<file path="src/hw/rtl/cms_pkg.sv">
package cms_pkg;

  localparam int MAX_WIDTH = 1024;
  localparam int MAX_ROWS  = 4;
  localparam int TABLE_SIZE = MAX_WIDTH * MAX_ROWS;
  localparam int IDX_W  = $clog2(TABLE_SIZE);
  localparam int USED_W = $clog2(TABLE_SIZE + 1);
  localparam int COL_W  = $clog2(MAX_WIDTH + 1);
  localparam int ROW_W  = $clog2(MAX_ROWS);
  localparam int ROWS_W = $clog2(MAX_ROWS + 1);
  localparam int QDEPTH = 4;

  localparam logic [63:0] MIX_ADD  = 64'h9E3779B97F4A7C15;
  localparam logic [63:0] MIX_MUL1 = 64'hBF58476D1CE4E5B9;
  localparam logic [63:0] MIX_MUL2 = 64'h94D049BB133111EB;

  localparam logic [1:0] FN_RECORD   = 2'd0;
  localparam logic [1:0] FN_ESTIMATE = 2'd1;
  localparam logic [1:0] FN_AGE      = 2'd2;
  localparam logic [1:0] FN_CLEAR    = 2'd3;

  localparam logic [1:0] REG_ROW_WIDTH = 2'd0;
  localparam logic [1:0] REG_ROW_COUNT = 2'd1;
  localparam logic [1:0] REG_SEED      = 2'd2;
  localparam logic [1:0] REG_THRESHOLD = 2'd3;

  typedef struct packed {
    logic [COL_W-1:0]  width;
    logic [ROWS_W-1:0] rows;
    logic [31:0]       seed;
    logic [31:0]       threshold;
  } cms_cfg_t;

  typedef struct packed {
    logic [1:0]       op;
    logic [IDX_W-1:0] idx;
    logic             last;
  } cms_entry_t;

endpackage

</file>
<file path="src/hw/rtl/cms_queue.sv">
module cms_queue
  import cms_pkg::*;
(
  input  logic       clk,
  input  logic       rst,
  input  logic       push_valid,
  output logic       push_ready,
  input  cms_entry_t push_entry,
  output logic       pop_valid,
  input  logic       pop_ready,
  output cms_entry_t pop_entry
);

  localparam int PTR_W = $clog2(QDEPTH);
  localparam int CNT_W = $clog2(QDEPTH + 1);

  cms_entry_t       slots [QDEPTH];
  logic [PTR_W-1:0] wp;
  logic [PTR_W-1:0] rp;
  logic [CNT_W-1:0] fill;
  logic             do_push;
  logic             do_pop;

  assign push_ready = (fill != CNT_W'(QDEPTH));
  assign pop_valid  = (fill != '0);
  assign pop_entry  = slots[rp];
  assign do_push    = push_valid && push_ready;
  assign do_pop     = pop_valid && pop_ready;

  always_ff @(posedge clk) begin
    if (do_push) begin
      slots[wp] <= push_entry;
    end
  end

  always_ff @(posedge clk) begin
    if (rst) begin
      wp   <= '0;
      rp   <= '0;
      fill <= '0;
    end else begin
      if (do_push) begin
        wp <= (wp == PTR_W'(QDEPTH - 1)) ? '0 : wp + PTR_W'(1);
      end
      if (do_pop) begin
        rp <= (rp == PTR_W'(QDEPTH - 1)) ? '0 : rp + PTR_W'(1);
      end
      if (do_push && !do_pop) begin
        fill <= fill + CNT_W'(1);
      end else if (do_pop && !do_push) begin
        fill <= fill - CNT_W'(1);
      end
    end
  end

endmodule

</file>
<file path="config.mk">
export PLATFORM = sky130hd
export DESIGN_NAME = cms_queue
export DESIGN_NICKNAME = d
export VERILOG_FILES = /design/src/hw/rtl/cms_pkg.sv /design/src/hw/rtl/cms_queue.sv
export SDC_FILE = /design/constraint.sdc
export NUM_CORES = 1
export LEC_CHECK = 0
export ABC_AREA = 1
export BUFFER_PORTS_ARGS = -buffer_cell sky130_fd_sc_hd__buf_2
export CAP_MARGIN = 20
export CORE_MARGIN = 2
export CORE_UTILIZATION = 60
export CTS_CLUSTER_SIZE = 10
export DETAILED_ROUTE_END_ITERATION = 8
export PLACE_DENSITY = 0.85
export RECOVER_POWER = 25
export SYNTH_ARGS = -nofsm -noshare
export SYNTH_HDL_FRONTEND = slang
export SYNTH_SLANG_ARGS = --single-unit
</file>
<file path="constraint.sdc">
create_clock -name clk -period 4 [get_ports clk]
set_input_delay 0.2 -clock clk [delete_from_list [all_inputs] [get_ports clk]]
set_output_delay 0.2 -clock clk [all_outputs]
set_load 0.03 [all_outputs]
</file>
Word level (Yosys, flattened, before mapping). Memories as Yosys holds them, arrays and structs flattened. A register that Yosys moved wholly into a read port is not among the register bits. Index checks and enable logic that the tools add are counted.

Add/sub/neg operators: 4. Equality and inequality tests: 3. Mux-type cells: 8. Reduce and logical (&&, ||, !) cells: 8.

Operator list (number): $mux 2 (4); $mux 3 (2); $add 2x1->2 const B (2); $eq 2x2->1 const B (2); $logic_and 1x1->1 (4); $add 3x1->3 const B (1); $ne 3x3->1 const B (1); $reduce_bool 3->1 (1); $sub 3x1->3 const B (1); $logic_not 1->1 (2); $mux 1 (2); $reduce_bool 2->1 (1).

Bits in registers: 7. RAM bits: 60. Input bits: 19. Word-level logic and storage cells: 27. Memories: 1.

Memory list: slots (depth 4, width 15, rd ports 1, clocked after memory_dff 1, wr ports 1, RTL line cms_queue.sv:17) `cms_entry_t slots [QDEPTH];`.

Logic depth before layout (Yosys ltp).
Word-level depth: 6. Gate-level depth with buffers: 13.

Worst setup path after synthesis. No wires, ideal clock.

Kind: reg-to-reg. From: register fill[0]. To: memory slots[0][0] (netlist name), enable pin. Library setup time: 387 ps. Data arrival time: 1356 ps. Setup slack: 2257 ps. Stages on the path, launching flop included: 5. Path buffers: 0. Cell sequence: dfxtp_1 nor2_4 nand2_4 nand2_4 nor2_1.

Cells in the longest elaborated chain, start to end: 4.

Ends and longest elaborated chain: start: declaration (RTL line cms_queue.sv:20) `logic [CNT_W-1:0] fill;`; start signal: assignment (RTL line cms_queue.sv:49) `fill <= fill + CNT_W'(1);`; start signal: assignment (RTL line cms_queue.sv:51) `fill <= fill - CNT_W'(1);`; $ne 3x3->1 (RTL line cms_queue.sv:24) `assign push_ready = (fill != CNT_W'(QDEPTH));`; via push_ready (RTL line cms_queue.sv:7) `output logic push_ready,`; $logic_and 1x1->1 (RTL line cms_queue.sv:27) `assign do_push = push_valid && push_ready;`; $mux 1 (RTL line cms_queue.sv:31) `if (do_push) begin`; $mux 1 (implied by the code) (RTL line cms_queue.sv:32) `slots[wp] <= push_entry;`; end: declaration (RTL line cms_queue.sv:17).

The timed path passes the listed nets, and every way through them passes these cells.

==> flow_metrics.env <==
export IMPL_status="completed"
export IMPL_path_max_fanout=16
export IMPL_dp_hpwl_mm=3.087
export IMPL_cts_tree="yes"
export IMPL_clock_path_buffers=2
export IMPL_grt_pass1_wl_mm=7.424
export IMPL_die_area_mm2=0.005404
export IMPL_critPathMaxStageDelay_ns=0.82
export IMPL_yosys_warnings=0
export IMPL_die_w_um=73.51
export IMPL_fillerInstances=325
export IMPL_worstSetupStartpointType="flop"
export IMPL_skew_ns=0.009059
export IMPL_synthMuxAreaShare=0
export IMPL_whs_ns=0.03131
export IMPL_rows=25
export IMPL_synthTopCellsByArea="edfxtp_1, dfxtp_1, o21ai_2"
export IMPL_critPathKind="flop to output port"
export IMPL_final_area_mm2=0.003256
export IMPL_rsz0062_at_grt="false"
export IMPL_cts_buffers=9
export IMPL_yosysTopAreaCell="edfxtp_1"
export IMPL_insertion_delay_ns=0.34
export IMPL_cts_setup_buffers=0
export IMPL_synth_top_family_by_area="compound AO/OA/AOI/OAI gates"
export IMPL_place_area_mm2=0.003113
export IMPL_synth_area_mm2=0.002899
export IMPL_n_antenna_cell=0
export IMPL_synth_cell_types=25
export IMPL_final_common_cell="edfxtp_1"
export IMPL_worstMarginPinSlew_ns=0.7647
export IMPL_syn_area_per_cell_um2=13.55
export IMPL_postRouteAntennaNets=0
export IMPL_drtIter0Drc=152
export IMPL_min_period_over_period=0.5435
export IMPL_hold_path_class="input port to flop"
export IMPL_synth_top_area_frac=0.6215
export IMPL_die_h_um=73.51
export IMPL_drc=0
export IMPL_grt_ovfl_total=0
export IMPL_required_ns=3.80
export IMPL_ys_seq_area_frac=0.6836
export IMPL_seq_area_mm2=0.001982
export IMPL_synth_compound_area_frac=0.1368
export IMPL_ctsHoldBuffers=0
export IMPL_port_buffers=35
export IMPL_post_route_util=0.6939
export IMPL_synth_xor_area_frac=0.003021
export IMPL_total_power_mw=2.271
export IMPL_power_density_mw_per_mm2=697.7
export IMPL_min_from="rst"
export IMPL_p_leak_nw=1.212
export IMPL_wl_mm=4.794
export IMPL_initial_core_util=0.6179
export IMPL_synth_edff_count=60
export IMPL_critical_path_top_delay_family="flip-flops"
export IMPL_routedWlPerCell_um=15.22
export IMPL_cts_clk_slew_worst_paths_ns=0.06
export IMPL_grt_pass1_vias=1554
export IMPL_peakVddDrop_mv=0.4053
export IMPL_grt_max_degree=32
export IMPL_cts_resized=0
export IMPL_num_io_pins=36
export IMPL_hold_violations=0
export IMPL_ys_async_sr_fraction=0
export IMPL_vias=1685
export IMPL_place_congestion=0.7349
export IMPL_relSlewSlack=0.4895
export IMPL_root_buffer="clkbuf_8"
export IMPL_max_freq_mhz=460.0
export IMPL_drv_cap=0
export IMPL_critPathBufInv=2
export IMPL_crit_slowest_cell="dfxtp_1"
export IMPL_reg2reg_from="fill[1]$_SDFFE_PP0P_"
export IMPL_min_period_ns=2.174
export IMPL_setup_tns_final_ns=0
export IMPL_first_pass_iters=4
export IMPL_synth_simple_area_share=0.1001
export IMPL_syn2layout_area_growth_pct=12.30
export IMPL_finalNetCount=283
export IMPL_synthAdderAreaFrac=0.03280
export IMPL_end_kind="output port"
export IMPL_synth_cells=214
export IMPL_core_area_mm2=0.004692
export IMPL_ys_ff_latch=69
export IMPL_antenna_found_initial=0
export IMPL_path_cells="inv_2, o21ai_1, o22ai_1, buf_2"
export IMPL_grtUsageTotal=0.1929
export IMPL_synthesis_nets=240
export IMPL_cts_max_level=3
export IMPL_multi_input_area_um2=790.8
export IMPL_final_cell_mix="edfxtp_1, nor2_1, buf_2"
export IMPL_drive_gt1_frac=0.2989
export IMPL_clock_sinks=69
export IMPL_synth_flop_cell="edfxtp_1"
export IMPL_cp_data_arrival_time_ns=1.97
export IMPL_slew_viol_final=0
export IMPL_via_per_inst=5.349
export IMPL_setup_viol=0
## power breakdown
part           internal, mW  leakage (nW)  switching (mW)  total [mW]
combinational         0.271         0.510           0.579       0.850
sequential            0.885         0.624          0.0676       0.953
clock                 0.240        0.0778           0.228       0.468
total                  1.40          1.21           0.874        2.27
## path summary, 6_finish.rpt
| path | slack, ns | to | depth (start not counted) |
|---|---|---|---|
| setup / recovery | 1.83 | pop_entry[9] | 4 |
| hold / removal | 0.03 | fill[0]$_SDFFE_PP0P_ | 2 |
| setup reg to reg | 2.18 | fill[1]$_SDFFE_PP0P_ | 9 |
| hold reg to reg | 0.55 | flop | 2 |
## per-layer routing
metal	share of wire	track usage
met5	0	0
met4	0.014	0.08485
met2	0.50	0.3065
met1	0.43	0.2444
met3	0.057	0.06036
## area by class of cell
cell class              count  share of cell area
inverters                  16             0.01845
flip-flops and latches     69              0.6088
well taps                  54             0.02075
repair buffers             40             0.06111
multi-input cells         121              0.2429
clock buffers              15             0.04804
## synthesized netlist by cell type, types with 2 or more instances
library cell,count
inv_1,13
edfxtp_1,60
ha_1,6
nand2_1,10
inv_2,3
nor2_1,45
o21ai_1,10
o22ai_1,5
o22ai_2,10
buf_2,2
o21ai_2,20
buf_6,3
buf_4,3
dfxtp_1,9
a21oi_1,2
nand2_4,3
nand3b_1,2
## through the flow
stage          instances  setup slack (ns)
6_report             315             1.826
5_1_grt              315             1.660
4_1_cts              315             1.823
3_5_place_dp         300             2.185
3_3_place_gp         300             2.219
2_1_floorplan        214             2.257
## state kept, by name (all words and copies together) (netlist names), named ones only
name / flops
rp: 2
slots: 60
wp: 2
fill: 3
## logic make-up after synthesis
logic type                 Yosys count
adders and majority gates            7
xor gates and xnor gates             1
DFF                                 69
buffers and inverters               24
and+or+nand+nor                     65
AOI/OAI and AO/OA                   48
(Power assumes the default switching activity.)
