$ cat src/hw/rtl/cms_pkg.sv
package cms_pkg;

  localparam int MAX_WIDTH = 1024;
  localparam int MAX_ROWS  = 4;
  localparam int TABLE_SIZE = MAX_WIDTH * MAX_ROWS;
  localparam int IDX_W  = $clog2(TABLE_SIZE);
  localparam int USED_W = $clog2(TABLE_SIZE + 1);
  localparam int COL_W  = $clog2(MAX_WIDTH + 1);
  localparam int ROW_W  = $clog2(MAX_ROWS);
  localparam int ROWS_W = $clog2(MAX_ROWS + 1);
  localparam int QDEPTH = 4;

  localparam logic [63:0] MIX_ADD  = 64'h9E3779B97F4A7C15;
  localparam logic [63:0] MIX_MUL1 = 64'hBF58476D1CE4E5B9;
  localparam logic [63:0] MIX_MUL2 = 64'h94D049BB133111EB;

  localparam logic [1:0] FN_RECORD   = 2'd0;
  localparam logic [1:0] FN_ESTIMATE = 2'd1;
  localparam logic [1:0] FN_AGE      = 2'd2;
  localparam logic [1:0] FN_CLEAR    = 2'd3;

  localparam logic [1:0] REG_ROW_WIDTH = 2'd0;
  localparam logic [1:0] REG_ROW_COUNT = 2'd1;
  localparam logic [1:0] REG_SEED      = 2'd2;
  localparam logic [1:0] REG_THRESHOLD = 2'd3;

  typedef struct packed {
    logic [COL_W-1:0]  width;
    logic [ROWS_W-1:0] rows;
    logic [31:0]       seed;
    logic [31:0]       threshold;
  } cms_cfg_t;

  typedef struct packed {
    logic [1:0]       op;
    logic [IDX_W-1:0] idx;
    logic             last;
  } cms_entry_t;

endpackage

$ cat src/hw/rtl/cms_if.sv
interface cms_req_if;
  logic        valid;
  logic        ready;
  logic [1:0]  func;
  logic [31:0] hash;
  modport source (output valid, func, hash, input ready);
  modport sink (input valid, func, hash, output ready);
endinterface


$ cat src/hw/rtl/cms_front.sv
module cms_front
  import cms_pkg::*;
(
  input  logic       clk,
  input  logic       rst,
  cms_req_if.sink    req,
  input  cms_cfg_t   cfg,
  input  logic       init_done,
  output logic       q_valid,
  input  logic       q_ready,
  output cms_entry_t q_entry
);

  localparam logic [2:0] F_IDLE = 3'd0;
  localparam logic [2:0] F_ADD  = 3'd1;
  localparam logic [2:0] F_M1   = 3'd2;
  localparam logic [2:0] F_X2   = 3'd3;
  localparam logic [2:0] F_M2   = 3'd4;
  localparam logic [2:0] F_FOLD = 3'd5;
  localparam logic [2:0] F_MOD  = 3'd6;
  localparam logic [2:0] F_PUSH = 3'd7;

  logic [2:0]       state;
  logic [1:0]       func;
  logic [31:0]      hash;
  logic [ROW_W-1:0] row;
  logic [IDX_W-1:0] base;
  logic [31:0]      seed;
  logic [63:0]      a;
  logic [63:0]      acc;
  logic [2:0]       cnt;
  logic [31:0]      h;
  logic [COL_W-1:0] rem;

  logic [63:0]      k;
  logic [31:0]      op_a;
  logic [31:0]      op_b;
  logic [63:0]      prod;
  logic [63:0]      x_add;
  logic [63:0]      x_fold;
  logic [COL_W-1:0] rem_next;
  logic             last_row;
  logic             hashed;

  assign req.ready = (state == F_IDLE) && init_done;
  assign hashed    = (func == FN_RECORD) || (func == FN_ESTIMATE);
  assign last_row  = !hashed || (ROWS_W'({1'b0, row}) + ROWS_W'(1) == cfg.rows);

  // 64x64 product mod 2^64 from three 32x32 partials
  assign k    = (state == F_M1) ? MIX_MUL1 : MIX_MUL2;
  assign op_a = (cnt == 3'd2) ? a[63:32] : a[31:0];
  assign op_b = (cnt == 3'd1) ? k[63:32] : k[31:0];
  assign prod = 64'(op_a) * 64'(op_b);

  assign x_add  = {hash, seed} + MIX_ADD;
  assign x_fold = acc ^ (acc >> 31);

  // four restoring remainder steps per cycle
  always_comb begin
    logic [COL_W:0] t;
    rem_next = rem;
    for (int i = 0; i < 4; i++) begin
      t = {rem_next, h[31-i]};
      if (t >= {1'b0, cfg.width}) begin
        t = t - {1'b0, cfg.width};
      end
      rem_next = t[COL_W-1:0];
    end
  end

  assign q_valid      = (state == F_PUSH);
  assign q_entry.op   = func;
  assign q_entry.idx  = hashed ? base + IDX_W'(rem) : '0;
  assign q_entry.last = last_row;

  always_ff @(posedge clk) begin
    if (rst) begin
      state <= F_IDLE;
      cnt   <= '0;
    end else begin
      unique case (state)
        F_IDLE: begin
          if (req.valid && req.ready) begin
            func <= req.func;
            hash <= req.hash;
            row  <= '0;
            base <= '0;
            seed <= cfg.seed;
            if (req.func == FN_AGE || req.func == FN_CLEAR) begin
              state <= F_PUSH;
            end else begin
              state <= F_ADD;
            end
          end
        end
        F_ADD: begin
          a     <= x_add ^ (x_add >> 30);
          cnt   <= '0;
          state <= F_M1;
        end
        F_M1, F_M2: begin
          if (cnt == 3'd0) begin
            acc <= prod;
          end else begin
            acc[63:32] <= acc[63:32] + prod[31:0];
          end
          cnt <= cnt + 3'd1;
          if (cnt == 3'd2) begin
            state <= (state == F_M1) ? F_X2 : F_FOLD;
          end
        end
        F_X2: begin
          a     <= acc ^ (acc >> 27);
          cnt   <= '0;
          state <= F_M2;
        end
        F_FOLD: begin
          h     <= x_fold[63:32] ^ x_fold[31:0];
          rem   <= '0;
          cnt   <= '0;
          state <= F_MOD;
        end
        F_MOD: begin
          rem <= rem_next;
          h   <= h << 4;
          cnt <= cnt + 3'd1;
          if (cnt == 3'd7) begin
            state <= F_PUSH;
          end
        end
        F_PUSH: begin
          if (q_ready) begin
            if (last_row) begin
              state <= F_IDLE;
            end else begin
              row   <= row + ROW_W'(1);
              base  <= base + IDX_W'(cfg.width);
              seed  <= seed + 32'd1;
              state <= F_ADD;
            end
          end
        end
        default: state <= F_IDLE;
      endcase
    end
  end

endmodule

$ cat src/flat_wrapper.sv
// flat-port wrapper written by rule: the top's interface ports become plain ports
module cms_front_flat import cms_pkg::*;
  (clk, rst, cfg, init_done, q_valid, q_ready, q_entry, req_valid, req_func, req_hash, req_ready);
  cms_req_if req_i ();
  input  logic clk;
  input  logic rst;
  input  cms_cfg_t cfg;
  input  logic init_done;
  output logic q_valid;
  input  logic q_ready;
  output cms_entry_t q_entry;
  input wire logic [$bits(req_i.valid)-1:0] req_valid;
  input wire logic [$bits(req_i.func)-1:0] req_func;
  input wire logic [$bits(req_i.hash)-1:0] req_hash;
  output wire logic [$bits(req_i.ready)-1:0] req_ready;
  assign req_i.valid = req_valid;
  assign req_i.func = req_func;
  assign req_i.hash = req_hash;
  assign req_ready = req_i.ready;
  cms_front u_core (.clk(clk), .rst(rst), .req(req_i), .cfg(cfg), .init_done(init_done), .q_valid(q_valid), .q_ready(q_ready), .q_entry(q_entry));
endmodule
$ cat config.mk
export PLATFORM = sky130hd
export DESIGN_NAME = cms_front_flat
export DESIGN_NICKNAME = d
export VERILOG_FILES = /design/src/hw/rtl/cms_pkg.sv /design/src/hw/rtl/cms_if.sv /design/src/hw/rtl/cms_front.sv /design/src/flat_wrapper.sv
export SDC_FILE = /design/constraint.sdc
export NUM_CORES = 2
export LEC_CHECK = 0
export BUFFER_PORTS_ARGS = -buffer_cell sky130_fd_sc_hd__buf_4
export CAP_MARGIN = 20
export CELL_PAD_IN_SITES_DETAIL_PLACEMENT = 1
export CELL_PAD_IN_SITES_GLOBAL_PLACEMENT = 1
export CORE_MARGIN = 1.5
export CORE_UTILIZATION = 47
export CTS_CLUSTER_DIAMETER = 80
export DETAILED_ROUTE_END_ITERATION = 12
export PLACE_DENSITY_LB_ADDON = 0.1
export SETUP_SLACK_MARGIN = 0.1
export SLEW_MARGIN = 20
export SYNTH_ARGS = -nofsm -noshare
export SYNTH_HDL_FRONTEND = slang
export SYNTH_SLANG_ARGS = --single-unit
$ cat constraint.sdc
create_clock -name clk -period 9.39 [get_ports clk]
set_input_delay 0.4695 -clock clk [delete_from_list [all_inputs] [get_ports clk]]
set_output_delay 0.4695 -clock clk [all_outputs]
set_load 0.03 [all_outputs]
* After elaboration in Yosys (flattened, before gate mapping)
Index checks and enable logic that the tools add are counted.
Word-level totals: flip-flop bits (word level) 257, bits in latches 0, bits in writable memories 0, memory bits (read-only) 0, input port bits 117, output and inout bits 17, word-level logic and storage cells 109, memories kept 0
Cells by class: add/subtract/negate cells 12, $mul 1, divide/modulo/power cells 0, order comparisons 4, equality and inequality tests 19, shift operators 0, multiplexer cells 33, bitwise operators 5, reduce and logical (&&, ||, !) cells 23
Operators by type and width (count):
- two-way mux 32 bit | 6
- one-hot mux 32 bit (2 select lines) | 2
- one-hot mux 64 bit (2 select lines) | 1
- adder 64 bit, second input constant | 1
- multiplier 32 x 32 -> 64 bit | 1
- bitwise XOR 64 x 33 -> 64 bit | 1
- bitwise XOR 64 x 34 -> 64 bit | 1
- bitwise XOR 64 x 37 -> 64 bit | 1
- two-way mux 62 bit | 1
- >= comparator 12 x 11 -> 1 bit | 4
- two-way mux 12 bit | 4
- two-way mux 11 bit | 4
- subtractor 11 bit | 4
- adder 32 x 1 -> 32 bit, second input constant | 1
- adder 32 bit | 1
- bitwise XOR 32 bit | 1
- adder 12 x 11 -> 12 bit | 2
- one-hot mux 12 bit (2 select lines) | 1
- one-hot mux 11 bit (2 select lines) | 1
- one-hot mux 3 bit (7 select lines) | 1
- two-way mux 3 bit | 6
- equality test 3 bit, second input constant | 5
- equality test 3 x 2 -> 1 bit, second input constant | 3
- nonzero test 2 bit | 4
- 25 further kinds | 40

* Depth between registers and ports, before layout
depth in word-level cells 9, depth in mapped cells 45, gate-level depth less buffers 42

* Worst setup path after synthesis
Ideal clock, no wire load.
kind register to register, from register u_core.cnt[0], to register u_core.acc[61] (data pin), setup time 0.260 ns, arrival 9.992 ns, required time 9.130 ns, path slack -0.862 ns, stages on the path, launching flop included 41, buffers on the path 3, period minus slack after synthesis 10.252 ns, path through dfxtp_1 inv_1 ha_1 nor2b_1 clkbuf_1 clkbuf_1 buf_1 mux2i_1 inv_1 nand2_1 inv_1 fa_1 fa_1 fa_1 inv_1 fa_1 inv_1 fa_1 [... 5 more ...] fa_1 inv_1 ha_1 a21oi_1 o21ai_0 a21oi_1 xnor2_1 ha_1 a211oi_1 nand2_1 a21o_1 o211a_1 o21ai_0 a31oi_1 a211oi_1 nor2_1 xor2_1 mux2_2
Between the ends: cells in the longest elaborated chain, start to end 5, elaborated cells on any way between the ends 8, classes of those cells add/sub (1); mul (1); eq/ne (2); mux (3); reduce/logical (1)
RTL lines:
- from (decl) | RTL line cms_front.sv:31 | logic [2:0] cnt;
- from (signal assigned) | RTL line cms_front.sv:107 | cnt <= cnt + 3'd1;
- from (signal assigned) | RTL line cms_front.sv:126 | cnt <= cnt + 3'd1;
- equality test 3 x 2 -> 1 bit / equality test 3 x 1 -> 1 bit (equally long branches) | RTL line cms_front.sv:51, cms_front.sv:52
- two-way mux 32 bit, on equally long branches | RTL line cms_front.sv:51, cms_front.sv:52
- multiplier 32 x 32 -> 64 bit (*) | RTL line cms_front.sv:53 | assign prod = 64'(op_a) * 64'(op_b);
- net u_core.prod[20] | RTL line cms_front.sv:38 | logic [63:0] prod;
- adder 32 bit (*) | RTL line cms_front.sv:105 | acc[63:32] <= acc[63:32] + prod[31:0];
- two-way mux 32 bit (*) | RTL line cms_front.sv:102 | if (cnt == 3'd0) begin
- to (signal assigned) | RTL line cms_front.sv:103 | acc <= prod;
- to (signal assigned) | RTL line cms_front.sv:105
- to (decl) | RTL line cms_front.sv:30 | logic [63:0] acc;
The timed path passes the listed nets; every way through them passes the cells marked *. A chain may end at the register's enable or synchronous reset.

* Final worst setup path
from register u_core.cnt[0], to register u_core.acc[63] (data pin)
Same word-level chain as after synthesis.

==> metrics.md <==
| Metric | Value |
|---|---|
| Outcome | complete, no violations |
| 1st-pass router iterations | 5 |
| Final cell count without fillers | approximately 7000 |
| GR Overflow Total | 0 |
| Die Y | ~320 µm |
| # hold bufs at CTS | 0 |
| Slowest library cell on the worst path | fa_1 |
| Initial DRC count | 2768 |
| H-tree levels | 1 |
| DP Cell Count | around 6900 |
| Clock Skew | 0.03057 ns |
| Crit Path Max Fanout | 8 |
| Crit. End Element | flip-flop |
| FF-to-FF setup slack | about 0.084 ns |
| Core Util, Final | between 50 and 60% |
| Max-cap viol count | 0 |
| Crit path max-delay family | adder cells |
| GP Congestion | slightly below 1 |
| GR Util All Layers | between 30% and 40% |
| Area Growth Syn to Fin | 22.27% |
| CP required | 9.72 ns |
| Storage cell area | around 0.0077 mm² |
| First-pass GRT wire length | about 260 mm |
| Final hold vios | 0 |
| Total Wirelength | ~170 mm |
| Yosys top cell by area | fa_1 |
| Synth warn | 0 |
| Final setup fails | 0 |
| Actual slew at the worst max-slew pin | 0.9490 ns |
| Area occupied by multi-input gates | around 0.036 mm² |
| Clk slew on worst S/H paths | roughly 0.07 ns |
| CTS Sinks | between 200 and 300 |
| Die area | 0.1021 mm² |
| Hold Crit Class | in2reg |
| Placeable Area | 0.09885 mm² |
| Via density | between 5 and 6 |
| DP Area | 0.05475 mm² |
| Cell Area, Synth | about 0.047 mm² |
| Ys async rst share | 0% |
| Worst skew pair latency | around 0.6 ns |
| Fillers | 11120 |
| Cell mode on critical path | fa_1 |
| Number of remaining DRC errors | 0 |
| Syn nets | roughly 6300 |
| Chip width | between 300 and 400 µm |
| Share of cells above drive strength 1 | approximately 22% |
| Max stage delay on crit path | just under 0.6 ns |
| Fmax | around 110 MHz |
| Fin nets | approximately 7100 |
| Input/output buffers | a little over 100 |
| Vias in the first global route | around 42000 |
| CTS max path bufs | 3 |
| CP Class | reg2reg |
| Starting utilization of the core area | a little under half |
| Period Utilization, post-route | around 100% |
| Distinct cells, synth | a little under 90 |
| Synth top area cells | fa_1 (35%), edfxtp_1 (16%), ha_1 (12%) |
| CP Buf/Inv Count | 12 |
| Ports | roughly 130 |
| Post-synth EDFFs | between 200 and 300 |
| Cell Rows | between 100 and 150 |
| TritonCTS clock tree | yes |
| TritonCTS buffer count | 26 |
| Final instance area | 0.05760 mm² |
| Relative slew margins | 36.06% |
| CTS Root Cell | clkbuf_16 |
| WL per Instance | between 20 and 30 µm |
| Final HPWL DP | ~150 mm |
| RSZ-0062 raised after global routing | true |
| Area fraction of the dominant cell type after synthesis | between 30% and 40% |
| Worst path arrival time | about 9.6 ns |
| Initial antenna violation count | 1 |
| Syn_area_per_cell | ~9.6 µm² |
| Crit path time final | 9.306 ns |
| Vias | around 39000 |
| Count of pins over their slew limit | 0 |
| Synth Flop Type | edfxtp_1 |
| #FFs+latches synth | 257 |
| Mapped Cells | between 4000 and 5000 |
| Detail Route Antenna Nets | 0 |
| Seq/Total Area, Yosys | 16.25% |
| Critical path startpoint category | flip-flop |
| Largest net degree at the start of global routing | just under 80 |
Yosys cell counts, types with 40 or more instances:
master    instances
inv_1          1026
fa_1            822
ha_1            443
nor2_1          396
nand2_1         333
edfxtp_1        251
a21oi_1         235
o21ai_0         198
xnor2_1         189
xor2_1          154
clkbuf_1        142
nor3_1          106
a21o_1           64
nand3_1          40
final timing paths:
path	from	end	cells past startpoint
worst max-delay path	u_core.cnt[0]	u_core.acc[63]	40
worst min-delay path	req_hash[9]	u_core.hash[9]	1
worst max register to register	u_core.cnt[0]	u_core.acc[63]	40
worst min register to register	u_core.h[22]	u_core.h[26]	2
repair_timing:
| item | CTS | global route |
|---|---|---|
| pin swaps | 24 | 125 |
| resized for setup | 123 | 264 |
| cloned | 0 | 3 |
| setup buffers | 8 | 36 |
| endpoints found under the setup margin | 30 | 36 |
layer usage:
| metal | routed length [µm] | track usage, % | vias to the layer above |
|---|---|---|---|
| li1 | - | - | 17210 |
| met1 | 73870 | 47.24 | 19930 |
| met2 | 82690 | 56.11 | 1219 |
| met3 | 10070 | 3.318 | 333 |
| met4 | 8088 | 12.46 | 0 |
| met5 | 0 | 0 | - |
worst register-to-register path, delay by kind of cell, from the launching register on:
| family | cells | cell delay, ns |
|---|---|---|
| fa+ha+maj | 11 | 4.33 |
| buf+inv | 12 | 1.20 |
| simple gates | 3 | 0.32 |
| compound gates | 12 | 2.44 |
| flops | 1 | 0.34 |
| mux | 1 | 0.26 |
| xor+xnor | 1 | 0.18 |
cell families (layout without fill, tap and decap cells):
family / count (synthesis) / after routing / share of synthesized area, %
multiplexers: 64 / 64 / 1.434
buffers and inverters: 1192 / 1967 / 9.521
XOR/XNOR: 346 / 346 / 6.493
adder cells (fa/ha/maj): 1265 / 1265 / 46.69
AND/OR/NAND/NOR: 1057 / 1057 / 9.946
flip-flops: 257 / 257 / 16.25
AO/OA/AOI/OAI: 735 / 735 / 9.651
other: 1 / 2 / 0.007960
stage by stage:
step / hold slack [ns] / setup TNS, ns / setup slack, ns
final: 0.04588 / 0 / 0.08400
after global routing: 0.03065 / -0.6689 / -0.1997
after CTS: 0.02237 / 0 / 0.06071
after detailed placement: 0.5188 / -3.986 / -0.3500
after global placement: 0.5085 / -0.7108 / -0.1841
after floorplan: 0.4963 / 0 / 0.1030
final cells by class:
class                   count  area share (%)
flip-flops and latches    257           13.30
diodes                      1        0.004344
clock inverters            18          0.4062
well taps                1287           2.796
multi-input cells        3468           63.26
clock buffers              30           1.173
repair buffers            885           12.28
inverters                1034           6.788
state kept, by name, summed over array words and instances, names as in the netlist:
| register | cells |
|---|---|
| u_core.cnt | 3 |
| u_core.base | 12 |
| u_core.rem | 11 |
| u_core.hash | 32 |
| u_core.h | 32 |
| u_core.a | 64 |
| u_core.row | 2 |
| u_core.state | 3 |
| u_core.seed | 32 |
| u_core.func | 2 |
| u_core.acc | 64 |
cell usage in the layout, fill, tap and decap left out, types with 14 or more instances in the layout:
master and instances:
inv_2 25, o21bai_1 26, a21o_1 64, nor2_1 352, xnor2_1 185, buf_12 16
nand3_1 33, nand4_1 33, buf_6 21, nand2b_1 23, nand2_1 309, nand2_2 21
o21ai_1 26, nor2_4 14, and3_1 23, edfxtp_1 251, fa_1 791, xor2_1 152
nor2_2 30, a211oi_1 14, fa_2 31, a31oi_1 23, nor2b_1 18, ha_1 417
nor3_1 85, nor3_2 18, a21oi_2 28, mux2_2 14, o31ai_1 16, mux2_4 14
clkbuf_16 29, o21a_1 24, a21oi_1 204, buf_4 837, mux2i_1 24, inv_1 995
ha_4 22, o21ai_0 175
Power is not shown: default switching activity piles up to over one toggle a cycle in this logic, so the estimate is an artifact.
